[src/rtl/assert_macros.svh]
// assertion macros shared by the rtl files
`ifndef ASSERT_MACROS_SVH
`define ASSERT_MACROS_SVH

// implication checked on every clock edge outside reset
`define ASSERT_IMPL(label, clk, rstn, ante, cons, msg) \
    label: assert property (@(posedge clk) disable iff (!rstn) (ante) |-> (cons)) \
        else $error(msg);

// implication whose consequence is checked in the cycle after the antecedent
`define ASSERT_NEXT(label, clk, rstn, ante, cons, msg) \
    label: assert property (@(posedge clk) disable iff (!rstn) (ante) |=> (cons)) \
        else $error(msg);

`endif

[src/rtl/lfu_pkg.sv]
// shared types and constants of the lfu cache table
package lfu_pkg;
    localparam int ENTRIES_DEF    = 16;
    localparam int COUNT_BITS_DEF = 8;
    localparam int KEY_W          = 32;
    localparam int VAL_W          = 32;
    localparam int CAP_W          = 5;
    localparam int CAP_RESET      = 16;

    localparam logic KIND_GET = 1'b0;
    localparam logic KIND_PUT = 1'b1;

    // commands from controller to datapath
    typedef struct packed {
        logic load;     // capture input beat, clear scan results
        logic scan;     // examine entry at scan index
        logic scan_clr; // reset scan index
        logic commit;   // apply update to entry
        logic adjust;   // apply rank adjustment at scan index
    } lfu_cmd_t;

    // status from datapath to controller
    typedef struct packed {
        logic scan_last;
        logic hit;
        logic kind;
        logic cap_zero;
        logic full;
        logic have_victim;
        logic have_free;
    } lfu_sts_t;
endpackage

[src/rtl/lfu_datapath.sv]
// entry table, scan index and rank update logic of the lfu cache table
`include "assert_macros.svh"
module lfu_datapath import lfu_pkg::*; #(
    parameter int ENTRIES    = ENTRIES_DEF,
    parameter int COUNT_BITS = COUNT_BITS_DEF
) (
    input  logic                    aclk,
    input  logic                    aresetn,
    input  lfu_cmd_t                cmd,
    output lfu_sts_t                sts,
    input  logic [CAP_W-1:0]        capacity,
    input  logic                    in_kind,
    input  logic [KEY_W-1:0]        in_key,
    input  logic signed [VAL_W-1:0] in_value,
    output logic                    res_found,
    output logic signed [VAL_W-1:0] res_value
);
    localparam int IDX_W = (ENTRIES > 1) ? $clog2(ENTRIES) : 1;
    localparam int FILL_W = $clog2(ENTRIES + 1);
    localparam logic [COUNT_BITS-1:0] COUNT_MAX = {COUNT_BITS{1'b1}};

    logic [ENTRIES-1:0]    valid_reg;
    logic [KEY_W-1:0]      key_reg   [ENTRIES];
    logic [VAL_W-1:0]      value_reg [ENTRIES];
    logic [COUNT_BITS-1:0] count_reg [ENTRIES];
    logic [IDX_W-1:0]      rank_reg  [ENTRIES];
    logic [FILL_W-1:0]     fill_reg;

    logic                  kind_reg;
    logic [KEY_W-1:0]      lkey_reg;
    logic [VAL_W-1:0]      wval_reg;
    logic [IDX_W-1:0]      idx_reg;
    logic                  hit_reg;
    logic [IDX_W-1:0]      hit_idx_reg;
    logic                  vic_ok_reg;
    logic [IDX_W-1:0]      vic_idx_reg;
    logic [COUNT_BITS-1:0] vic_cnt_reg;
    logic [IDX_W-1:0]      vic_rank_reg;
    logic                  free_ok_reg;
    logic [IDX_W-1:0]      free_idx_reg;
    // adjustment pass parameters
    logic [IDX_W-1:0]      slot_reg;
    logic [IDX_W-1:0]      old_rank_reg;
    logic [1:0]            mode_reg;   // 0 touch, 1 insert, 2 evict+insert
    logic                  do_adj_reg;

    logic [FILL_W-1:0] cap_eff;
    logic              full;
    logic              v_i;
    logic              better;

    assign cap_eff = (32'(capacity) > 32'(ENTRIES)) ? FILL_W'(ENTRIES)
                                                    : FILL_W'(capacity);
    assign full = fill_reg >= cap_eff;
    assign v_i  = valid_reg[idx_reg];
    assign better = !vic_ok_reg || (count_reg[idx_reg] < vic_cnt_reg) ||
                    (count_reg[idx_reg] == vic_cnt_reg && rank_reg[idx_reg] > vic_rank_reg);

    assign sts.scan_last   = idx_reg == IDX_W'(ENTRIES - 1);
    assign sts.hit         = hit_reg;
    assign sts.kind        = kind_reg;
    assign sts.cap_zero    = capacity == '0;
    assign sts.full        = full;
    assign sts.have_victim = vic_ok_reg;
    assign sts.have_free   = free_ok_reg;

    always_ff @(posedge aclk) begin
        if (!aresetn) begin
            valid_reg  <= '0;
            fill_reg   <= '0;
            idx_reg    <= '0;
            do_adj_reg <= 1'b0;
        end else begin
            if (cmd.scan_clr) begin
                idx_reg <= '0;
            end else if (cmd.scan || cmd.adjust) begin
                idx_reg <= idx_reg + IDX_W'(1);
            end
            if (cmd.load) begin
                kind_reg    <= in_kind;
                lkey_reg    <= in_key;
                wval_reg    <= in_value;
                hit_reg     <= 1'b0;
                vic_ok_reg  <= 1'b0;
                free_ok_reg <= 1'b0;
                do_adj_reg  <= 1'b0;
            end
            if (cmd.scan && v_i) begin
                if (key_reg[idx_reg] == lkey_reg && !hit_reg) begin
                    hit_reg     <= 1'b1;
                    hit_idx_reg <= idx_reg;
                    res_value   <= value_reg[idx_reg];
                end
                if (better) begin
                    vic_ok_reg   <= 1'b1;
                    vic_idx_reg  <= idx_reg;
                    vic_cnt_reg  <= count_reg[idx_reg];
                    vic_rank_reg <= rank_reg[idx_reg];
                end
            end
            if (cmd.scan && !v_i && !free_ok_reg) begin
                free_ok_reg  <= 1'b1;
                free_idx_reg <= idx_reg;
            end
            if (cmd.commit) begin
                do_adj_reg <= 1'b1;
                if (hit_reg) begin
                    if (kind_reg == KIND_PUT) begin
                        value_reg[hit_idx_reg] <= wval_reg;
                    end
                    if (count_reg[hit_idx_reg] != COUNT_MAX) begin
                        count_reg[hit_idx_reg] <= count_reg[hit_idx_reg] + COUNT_BITS'(1);
                    end
                    slot_reg     <= hit_idx_reg;
                    old_rank_reg <= rank_reg[hit_idx_reg];
                    mode_reg     <= 2'd0;
                end else if (full) begin
                    key_reg[vic_idx_reg]   <= lkey_reg;
                    value_reg[vic_idx_reg] <= wval_reg;
                    count_reg[vic_idx_reg] <= COUNT_BITS'(1);
                    slot_reg     <= vic_idx_reg;
                    old_rank_reg <= vic_rank_reg;
                    mode_reg     <= 2'd2;
                end else begin
                    valid_reg[free_idx_reg] <= 1'b1;
                    key_reg[free_idx_reg]   <= lkey_reg;
                    value_reg[free_idx_reg] <= wval_reg;
                    count_reg[free_idx_reg] <= COUNT_BITS'(1);
                    fill_reg     <= fill_reg + FILL_W'(1);
                    slot_reg     <= free_idx_reg;
                    mode_reg     <= 2'd1;
                end
            end
            if (cmd.adjust && do_adj_reg && valid_reg[idx_reg]) begin
                if (idx_reg == slot_reg) begin
                    rank_reg[idx_reg] <= '0;
                end else begin
                    case (mode_reg)
                        2'd0: if (rank_reg[idx_reg] < old_rank_reg)
                                  rank_reg[idx_reg] <= rank_reg[idx_reg] + IDX_W'(1);
                        2'd1: rank_reg[idx_reg] <= rank_reg[idx_reg] + IDX_W'(1);
                        default: if (rank_reg[idx_reg] < old_rank_reg)
                                  rank_reg[idx_reg] <= rank_reg[idx_reg] + IDX_W'(1);
                    endcase
                end
            end
        end
    end

    assign res_found = hit_reg;

    `ASSERT_IMPL(a_fill_bound, aclk, aresetn, 1'b1, fill_reg <= FILL_W'(ENTRIES),
        "fill count above entry count")
    `ASSERT_NEXT(a_commit_adj, aclk, aresetn, cmd.commit, do_adj_reg,
        "commit did not arm rank pass")
    `ASSERT_IMPL(a_load_scan, aclk, aresetn, cmd.load, !cmd.scan && !cmd.commit,
        "load overlaps scan or commit")
endmodule

[src/rtl/lfu_ctrl.sv]
// sequencing state machine of the lfu cache table
`include "assert_macros.svh"
module lfu_ctrl import lfu_pkg::*; (
    input  logic     aclk,
    input  logic     aresetn,
    input  logic     in_valid,
    output logic     in_ready,
    output logic     out_valid,
    input  logic     out_ready,
    output lfu_cmd_t cmd,
    input  lfu_sts_t sts
);
    localparam logic [2:0] ST_IDLE   = 3'd0;
    localparam logic [2:0] ST_SCAN   = 3'd1;
    localparam logic [2:0] ST_DECIDE = 3'd2;
    localparam logic [2:0] ST_ADJ    = 3'd3;
    localparam logic [2:0] ST_OUT    = 3'd4;

    logic [2:0] state_reg, state_next;
    logic       upd;

    assign in_ready  = state_reg == ST_IDLE;
    assign out_valid = state_reg == ST_OUT;
    // update needed: any get hit, or with nonzero capacity a put hit or put insert
    assign upd = !sts.cap_zero || (sts.kind == KIND_GET)
        ? (sts.hit || (sts.kind == KIND_PUT &&
                       (sts.full ? sts.have_victim : sts.have_free)))
        : 1'b0;

    always_comb begin
        cmd = '0;
        state_next = state_reg;
        case (state_reg)
            ST_IDLE: if (in_valid) begin
                cmd.load = 1'b1;
                cmd.scan_clr = 1'b1;
                state_next = ST_SCAN;
            end
            ST_SCAN: begin
                cmd.scan = 1'b1;
                if (sts.scan_last) begin
                    state_next = ST_DECIDE;
                end
            end
            ST_DECIDE: begin
                cmd.scan_clr = 1'b1;
                cmd.commit = upd;
                state_next = upd ? ST_ADJ : ST_OUT;
            end
            ST_ADJ: begin
                cmd.adjust = 1'b1;
                if (sts.scan_last) begin
                    state_next = ST_OUT;
                end
            end
            ST_OUT: if (out_ready) begin
                state_next = ST_IDLE;
            end
            default: state_next = ST_IDLE;
        endcase
    end

    always_ff @(posedge aclk) begin
        if (!aresetn) begin
            state_reg <= ST_IDLE;
        end else begin
            state_reg <= state_next;
        end
    end

    `ASSERT_IMPL(a_one_side, aclk, aresetn, 1'b1, !(in_ready && out_valid),
        "input and output open together")
    `ASSERT_NEXT(a_out_hold, aclk, aresetn, out_valid && !out_ready, out_valid,
        "result dropped under stall")
endmodule

[src/rtl/lfu_cache_table.sv]
// top level of the lfu cache table
// Key-value table with least-frequently-used replacement, ties broken toward the
// least recently touched entry. Operations run one at a time: an accept state, a key
// and victim scan that walks the entry table one entry per cycle, a decide state, a
// rank update walk over all entries when the table changes, and an output state that
// holds under a stall. A get miss or an ignored put skips the rank update walk. Valid
// bits clear at reset.
`include "assert_macros.svh"
module lfu_cache_table import lfu_pkg::*; #(
    parameter int ENTRIES    = ENTRIES_DEF,
    parameter int COUNT_BITS = COUNT_BITS_DEF
) (
    input  logic        aclk,
    input  logic        aresetn,
    input  logic        cfg_valid,
    output logic        cfg_ready,
    input  logic [7:0]  cfg_data,     // capacity[4:0]
    input  logic        s_tvalid,
    output logic        s_tready,
    input  logic [63:0] s_tdata,      // lookup_key[31:0], write_value[63:32]
    input  logic        s_tuser,      // kind
    output logic        m_tvalid,
    input  logic        m_tready,
    output logic [31:0] m_tdata,      // read_value[31:0]
    output logic        m_tuser       // found
);
    logic [CAP_W-1:0] cap_reg;
    lfu_cmd_t cmd;
    lfu_sts_t sts;
    logic signed [VAL_W-1:0] rv;
    logic fnd;

    assign cfg_ready = 1'b1;
    always_ff @(posedge aclk) begin
        if (!aresetn) begin
            cap_reg <= CAP_W'(CAP_RESET);
        end else if (cfg_valid) begin
            cap_reg <= cfg_data[CAP_W-1:0];
        end
    end

    lfu_ctrl u_ctrl (
        .aclk(aclk), .aresetn(aresetn),
        .in_valid(s_tvalid), .in_ready(s_tready),
        .out_valid(m_tvalid), .out_ready(m_tready),
        .cmd(cmd), .sts(sts)
    );

    lfu_datapath #(.ENTRIES(ENTRIES), .COUNT_BITS(COUNT_BITS)) u_dp (
        .aclk(aclk), .aresetn(aresetn), .cmd(cmd), .sts(sts),
        .capacity(cap_reg), .in_kind(s_tuser),
        .in_key(s_tdata[31:0]), .in_value(s_tdata[63:32]),
        .res_found(fnd), .res_value(rv)
    );

    assign m_tuser = fnd;
    assign m_tdata = (fnd && sts.kind == KIND_GET) ? rv : '0;
endmodule
[config.mk]
export PLATFORM = sky130hd
export DESIGN_NAME = lfu_cache_table
export DESIGN_NICKNAME = d
export VERILOG_FILES = /design/src/rtl/lfu_pkg.sv /design/src/rtl/lfu_datapath.sv /design/src/rtl/lfu_ctrl.sv /design/src/rtl/lfu_cache_table.sv
export VERILOG_INCLUDE_DIRS = /design/src /design/src/rtl
export SDC_FILE = /design/constraint.sdc
export NUM_CORES = 1
export LEC_CHECK = 0
export CAP_MARGIN = 40
export CORE_MARGIN = 3
export CORE_UTILIZATION = 30
export CTS_BUF_LIST = sky130_fd_sc_hd__clkbuf_4
export DETAILED_ROUTE_END_ITERATION = 6
export DONT_BUFFER_PORTS = 1
export GPL_TIMING_DRIVEN = 0
export HOLD_SLACK_MARGIN = 0.12
export SYNTH_ARGS = -nofsm -noshare
export SYNTH_HDL_FRONTEND = slang
export SYNTH_SLANG_ARGS = --single-unit
[constraint.sdc]
create_clock -name aclk -period 8.9 [get_ports aclk]
set_input_delay 1.335 -clock aclk [delete_from_list [all_inputs] [get_ports aclk]]
set_output_delay 1.335 -clock aclk [all_outputs]
set_load 0.01 [all_outputs]
; ---- Yosys cells after proc, flatten, opt, wreduce, memory -nomap -nowiden
; Memories as Yosys holds them, arrays and structs flattened. A register that Yosys moved wholly into a read port is not among the register bits.
; Index checks and enable logic that the tools add are counted.
[op_classes]
add_sub_neg = 4
n_eq_ne = 14
n_mux = 99
bitwise = 8
reduce_logical = 42
order_cmp = 8
[ops]
columns = operator, count
row1 = 32-bit two-way mux, 4
row2 = 32-bit OR reduction, 3
row3 = 4-bit two-way mux, 20
row4 = 1-bit two-way mux, 62
row5 = 32-bit == test, 1
row6 = 8-bit two-way mux, 2
row7 = 16-bit bitwise OR, 1
row8 = 8-bit OR reduction, 2
row9 = 3-bit two-way mux, 5
row10 = 3-bit one-hot mux with 5 select lines, 1
row11 = 3-bit AND reduction, 4
row12 = 1-bit logical AND, 10
row13 = "4-bit by 5-bit < comparator with 1-bit output, second input constant", 2
row14 = "4-bit by 1-bit adder with 4-bit output, second input constant", 2
row15 = "8-bit by 1-bit adder with 8-bit output, second input constant", 1
row16 = 8-bit == test, 1
row17 = 8-bit < comparator, 1
row18 = "8-bit != test, second input constant", 1
row19 = 2-bit AND reduction, 4
row20 = "3-bit by 2-bit == test with 1-bit output, second input constant", 2
row21 = "2-bit != test, second input constant", 3
row22 = 2-bit nonzero test, 3
row23 = "5-bit by 1-bit adder with 5-bit output, second input constant", 1
row24 = 5-bit greater-or-equal comparator, 1
row25 = 24 further kinds, 38
[totals]
n_memories = 4
in_bits = 78
mem_bits_rw = 1216
ff_bits = 136
[memory_table]
columns = memory, depth, word_bits, rd, rd_ports_with_merged_regs, wr, line
row1 = u_dp.key_reg, 16, 32, 1, 1, 1, lfu_datapath.sv:23  ; logic [KEY_W-1:0] key_reg [ENTRIES];
row2 = u_dp.value_reg, 16, 32, 1, 1, 1, lfu_datapath.sv:24  ; logic [VAL_W-1:0] value_reg [ENTRIES];
row3 = u_dp.count_reg, 16, 8, 2, 2, 1, lfu_datapath.sv:25  ; logic [COUNT_BITS-1:0] count_reg [ENTRIES];
row4 = u_dp.rank_reg, 16, 4, 2, 2, 1, lfu_datapath.sv:26  ; logic [IDX_W-1:0] rank_reg [ENTRIES];

; ---- Longest topological paths before layout
[logic_depth]
depth_word = 14
depth_mapped = 19
depth_no_buf = 12

; ---- Hierarchy
; Synthesis repeated with hierarchy kept, for this count alone.
[hier_totals]
hier_cells = 2665
area_unflattened_um2 = 55919.9
[by_module_without_submodules]
columns = mod, cells_each, seq_area_each_um2, instances, area_per_inst_um2
row1 = lfu_datapath, 2577, 41219.5, 1, 55162.9
row2 = lfu_cache_table, 54, 100.1, 1, 480.5
row3 = lfu_ctrl, 34, 60.1, 1, 276.5

; ---- Worst setup path after synthesis
; OpenSTA, ideal clock, no wires.
[synth_timing]
kind = input port to flip-flop
startpoint = in aresetn
endpoint = mem u_dp.value_reg[9][0] (enable)
arrival_time_ns = 4.782
path_slack_ns = 3.697
n_path_buf = 2
cell_stages = 10
cell_sequence = clkbuf_1 > inv_1 > nor4_1 > nand3_1 > a211oi_2 > a21oi_1 > a32oi_1 > or3b_1 > clkbuf_1 > nor2_1
[synth_between]
elab_chain_cells = 5
elab_cells_between_ends = 12
cone_classes = 10 x mux / 2 x reduce/logical
[synth_rtl]
columns = element, line
row1 = "start, declared", lfu_cache_table.sv:14  ; input logic aresetn,
row2 = 1-bit two-way mux, lfu_datapath.sv:68  ; if (!aresetn) begin
row3 = 1-bit two-way mux (implied by the code), lfu_datapath.sv:119  ; value_reg[vic_idx_reg] <= wval_reg;
row4 = 32-bit OR reduction (no source line), --
row5 = 4-bit two-way mux (no source line) / 1-bit two-way mux (equally long branches) (2 in series), --
row6 = "end, declared", lfu_datapath.sv:24
; Parallel ways exist; a longest one is shown, timed or not.

==> impl_results.md <==
* Die height at 436.3 um
* Pre-CTS setup slack at 2.233 ns
* Hold Vio Cnt, Final at 0
* GPL Wtd Cong at about 0.81
* DRC Markers at 0
* Worst skew pair latency at around 1.3 ns
* Slew Limit Headroom at 0.3513
* Status: finished clean
* Clk sink count at 1392
* Final worst slack at 2.203 ns
* Critical path startpoint category: flip-flop
* GRT overflow at 0
* GR Util All Layers at 0.1502
* Initial DRC Count at 2820
* Die X at around 440 um
* Detail Route Antenna Nets at 0
* WP data required at 9.79 ns
* Area Overhead vs Synth at 19.27%
* Final Util at 0.3611
* First drt pass iteration count at 6
* Clock root cell: clkbuf_4
* Clk buf depth at 4
* Area post-placement at 61030 um2
* Final WL at 143.8 mm
* Netlist cell types at 71
* CP Cell Sequence: buf_2 > buf_4 > buf_4 > buf_4 > buf_2 > clkbuf_1 > clkbuf_1 > mux4_2 > mux4_2 > ha_1 > nor2b_1 > o21a_1 > o21ai_0 > nand2b_1 > a21oi_1 > o21ai_0 > a31oi_1 > and2_1 > buf_8
* CP Class: reg2reg
* Placed cell count at about 5200
* Power density over the cells at 219.0 nW/um2
* Non-filler cells, final at between 5000 and 6000
* Starting density of the core at 0.3027
* First-pass GRT wire length at 208.0 mm
* Cell taking the most area after synthesis: edfxtp_1
* Port bufs at 0
* Seq/Total Area, Yosys at 0.7450
* Max VDD drop at between 0.1 and 0.15 mV
* Core Box Area at 183500 um2
* HPWL Detailed at 94.55 mm
* H-tree depth at 5
* Dominant synthesized flop cell: edfxtp_1
* Actual slew at the worst max-slew pin at 0.9695 ns
* Max Slew Vio Count at 0
* # IOs at 114
* Layout Nets at 3270
* Synth top area share at 0.7299
* Gate Count Post-Synth at 2598
* Clk_skew at 0.1616 ns
* Total power at 14510 uW
* Clock buffer count from CTS at 374
* Critical path arrival at 7.59 ns
* Die Area at 190300 um2
* Yosys warning total at 0
* Initial antenna violation count at 23
* LEAKAGE at just over 0.02 uW
* Crit path capture type: flip-flop
* CTS clock-pin slew for the worst setup and hold paths at ~0.060 ns
* Worst-path maximum fanout at 12
* Most common cell in the netlist: edfxtp_1
* Register bit total from synthesis at 1392
* Final setup violation count at 0
* Final period utilization at 0.7525
* FP Rows at 157
* Min cycle time layout at 6.697 ns
* Top cells by area, synth: edfxtp_1, mux4_2, mux2i_1
* CTS tree: done
* Most common cell on crit path: buf_4
* DR vias at 28780
* Layout cells sized above 1 at 0.3497
* Synth Net Count at about 2700
* Vias in the first global route at 30150
* CP max-delay cell: clkbuf_1
* Syn Std Cell Area at 55540 um2
* RSZ-0062 raised after global routing: no
* Vias per inst at approximately 5
* Design Area, Final at 66240 um2
* HP Class: in2reg
* Syn Area/Cell at 21.38 um2
* Post-CTS resize count at 0
* Number of enable flip-flop cells after synthesis at 1350
* Fmax at 149.3 MHz
* Async set-reset flop share out of synthesis at 0
* Largest net degree at the start of global routing at 22
* Max-cap violations at 0
* Slowest stage delay, CP at ~0.73 ns
* Post-DR wirelength/cell at between 20 and 25 um
* Commonest cells post-synth: edfxtp_1, mux4_2, nor2_1, mux2i_1, nand2_1
## through the flow
| step | hold WS, ns | TNS, ns |
|---|---|---|
| final | 0.2755 | 0 |
| after global routing | 0.1408 | 0 |
| after CTS | 0.1282 | 0 |
| after detailed placement | 0.4435 | 0 |
| after global placement | 0.4310 | -19.37 |
| after floorplan | 0.4198 | 0 |
## worst paths after layout
path                                  from                            end  slack (ns)  cells after the start
max reg2reg                      flip-flop  u_dp.vic_cnt_reg[3]$_DFFE_PP_        2.20                     19
min reg2reg  u_dp.hit_idx_reg[1]$_DFFE_PP_                      flip-flop        0.45                      1
max                              flip-flop  u_dp.vic_cnt_reg[3]$_DFFE_PP_        2.20                     19
min                            s_tdata[25]    u_dp.lkey_reg[25]$_DFFE_PP_        0.28                      0
## worst max-delay path, delay by kind of cell (launching register included)
kind	cells	cell delay, ns
buffers and inverters	8	3.16
muxes	2	1.00
AOI/OAI and AO/OA	5	0.94
and+or+nand+nor	3	0.61
adders and majority gates	1	0.32
DFF	1	0.30
## cell type report
cell class | instances | area, um2
timing repair buffer | 191 | 2810
tap | 2464 | 3083
multi-input combinational | 1054 | 13710
inverter | 25 | 93.84
fill | 17000 | 117200
clock buffer | 553 | 4151
sequential | 1392 | 41380
clock inverter | 67 | 346.6
antenna | 12 | 30.03
buffer | 127 | 643.1
## layer usage
metal | share of wire | track usage | vias up
met4 | 0.029 | 0.05436 | 8
li1 | - | - | 12220
met5 | 0.00033 | 0 | -
met3 | 0.075 | 0.03845 | 284
met1 | 0.41 | 0.1938 | 15020
met2 | 0.49 | 0.2448 | 1250
## what timing repair did
action | in CTS | in global routing
hold endpoints to repair | 68 | 0
buffers inserted | 0 | 0
hold buffers | 67 | 0
## power breakdown
| group | internal, uW | switching [uW] |
|---|---|---|
| sequential | 7400 | 193 |
| combinational | 714 | 785 |
| clock | 2900 | 2520 |
| total | 11000 | 3500 |
## logic make-up after synthesis
logic type | after synthesis | share of synthesized area
AOI/OAI and AO/OA | 142 | 0.01795
and+or+nand+nor | 323 | 0.02947
buffers and inverters | 152 | 0.01327
xor gates and xnor gates | 67 | 0.01057
other | 1 | 0.00006752
muxes | 494 | 0.1776
adders and majority gates | 27 | 0.006082
DFF | 1392 | 0.7450
## cells in the final DEF (no fill, tap or decap), types with 12 or more instances in the layout
cell type      Yosys  routed
mux2i_1           89      89
dfxtp_1           42      42
nor2_1            95      65
a21oi_1           17      13
buf_2             30      34
buf_8              1      20
edfxtp_1        1350    1350
buf_12             1      19
nand3_1           20      20
ha_1              27      27
clkinv_1           0      52
nor2b_1           19      19
clkbuf_4           0     553
o21ai_0           36      36
nand2_1           65      65
mux4_2           389     389
and4_1            14      14
buf_6              7      40
dlygate4sd3_1      0      67
and2_1            42      42
buf_16             0      36
inv_1             24      24
buf_1             28      28
nor2_4             0      30
buf_4             13      25
xor2_1            21      21
diode_2            0      12
a22o_1            13      13
clkbuf_1          47      47
nand2b_1          15      15
xnor2_1           46      46
Power figures use the tool's default switching activity.
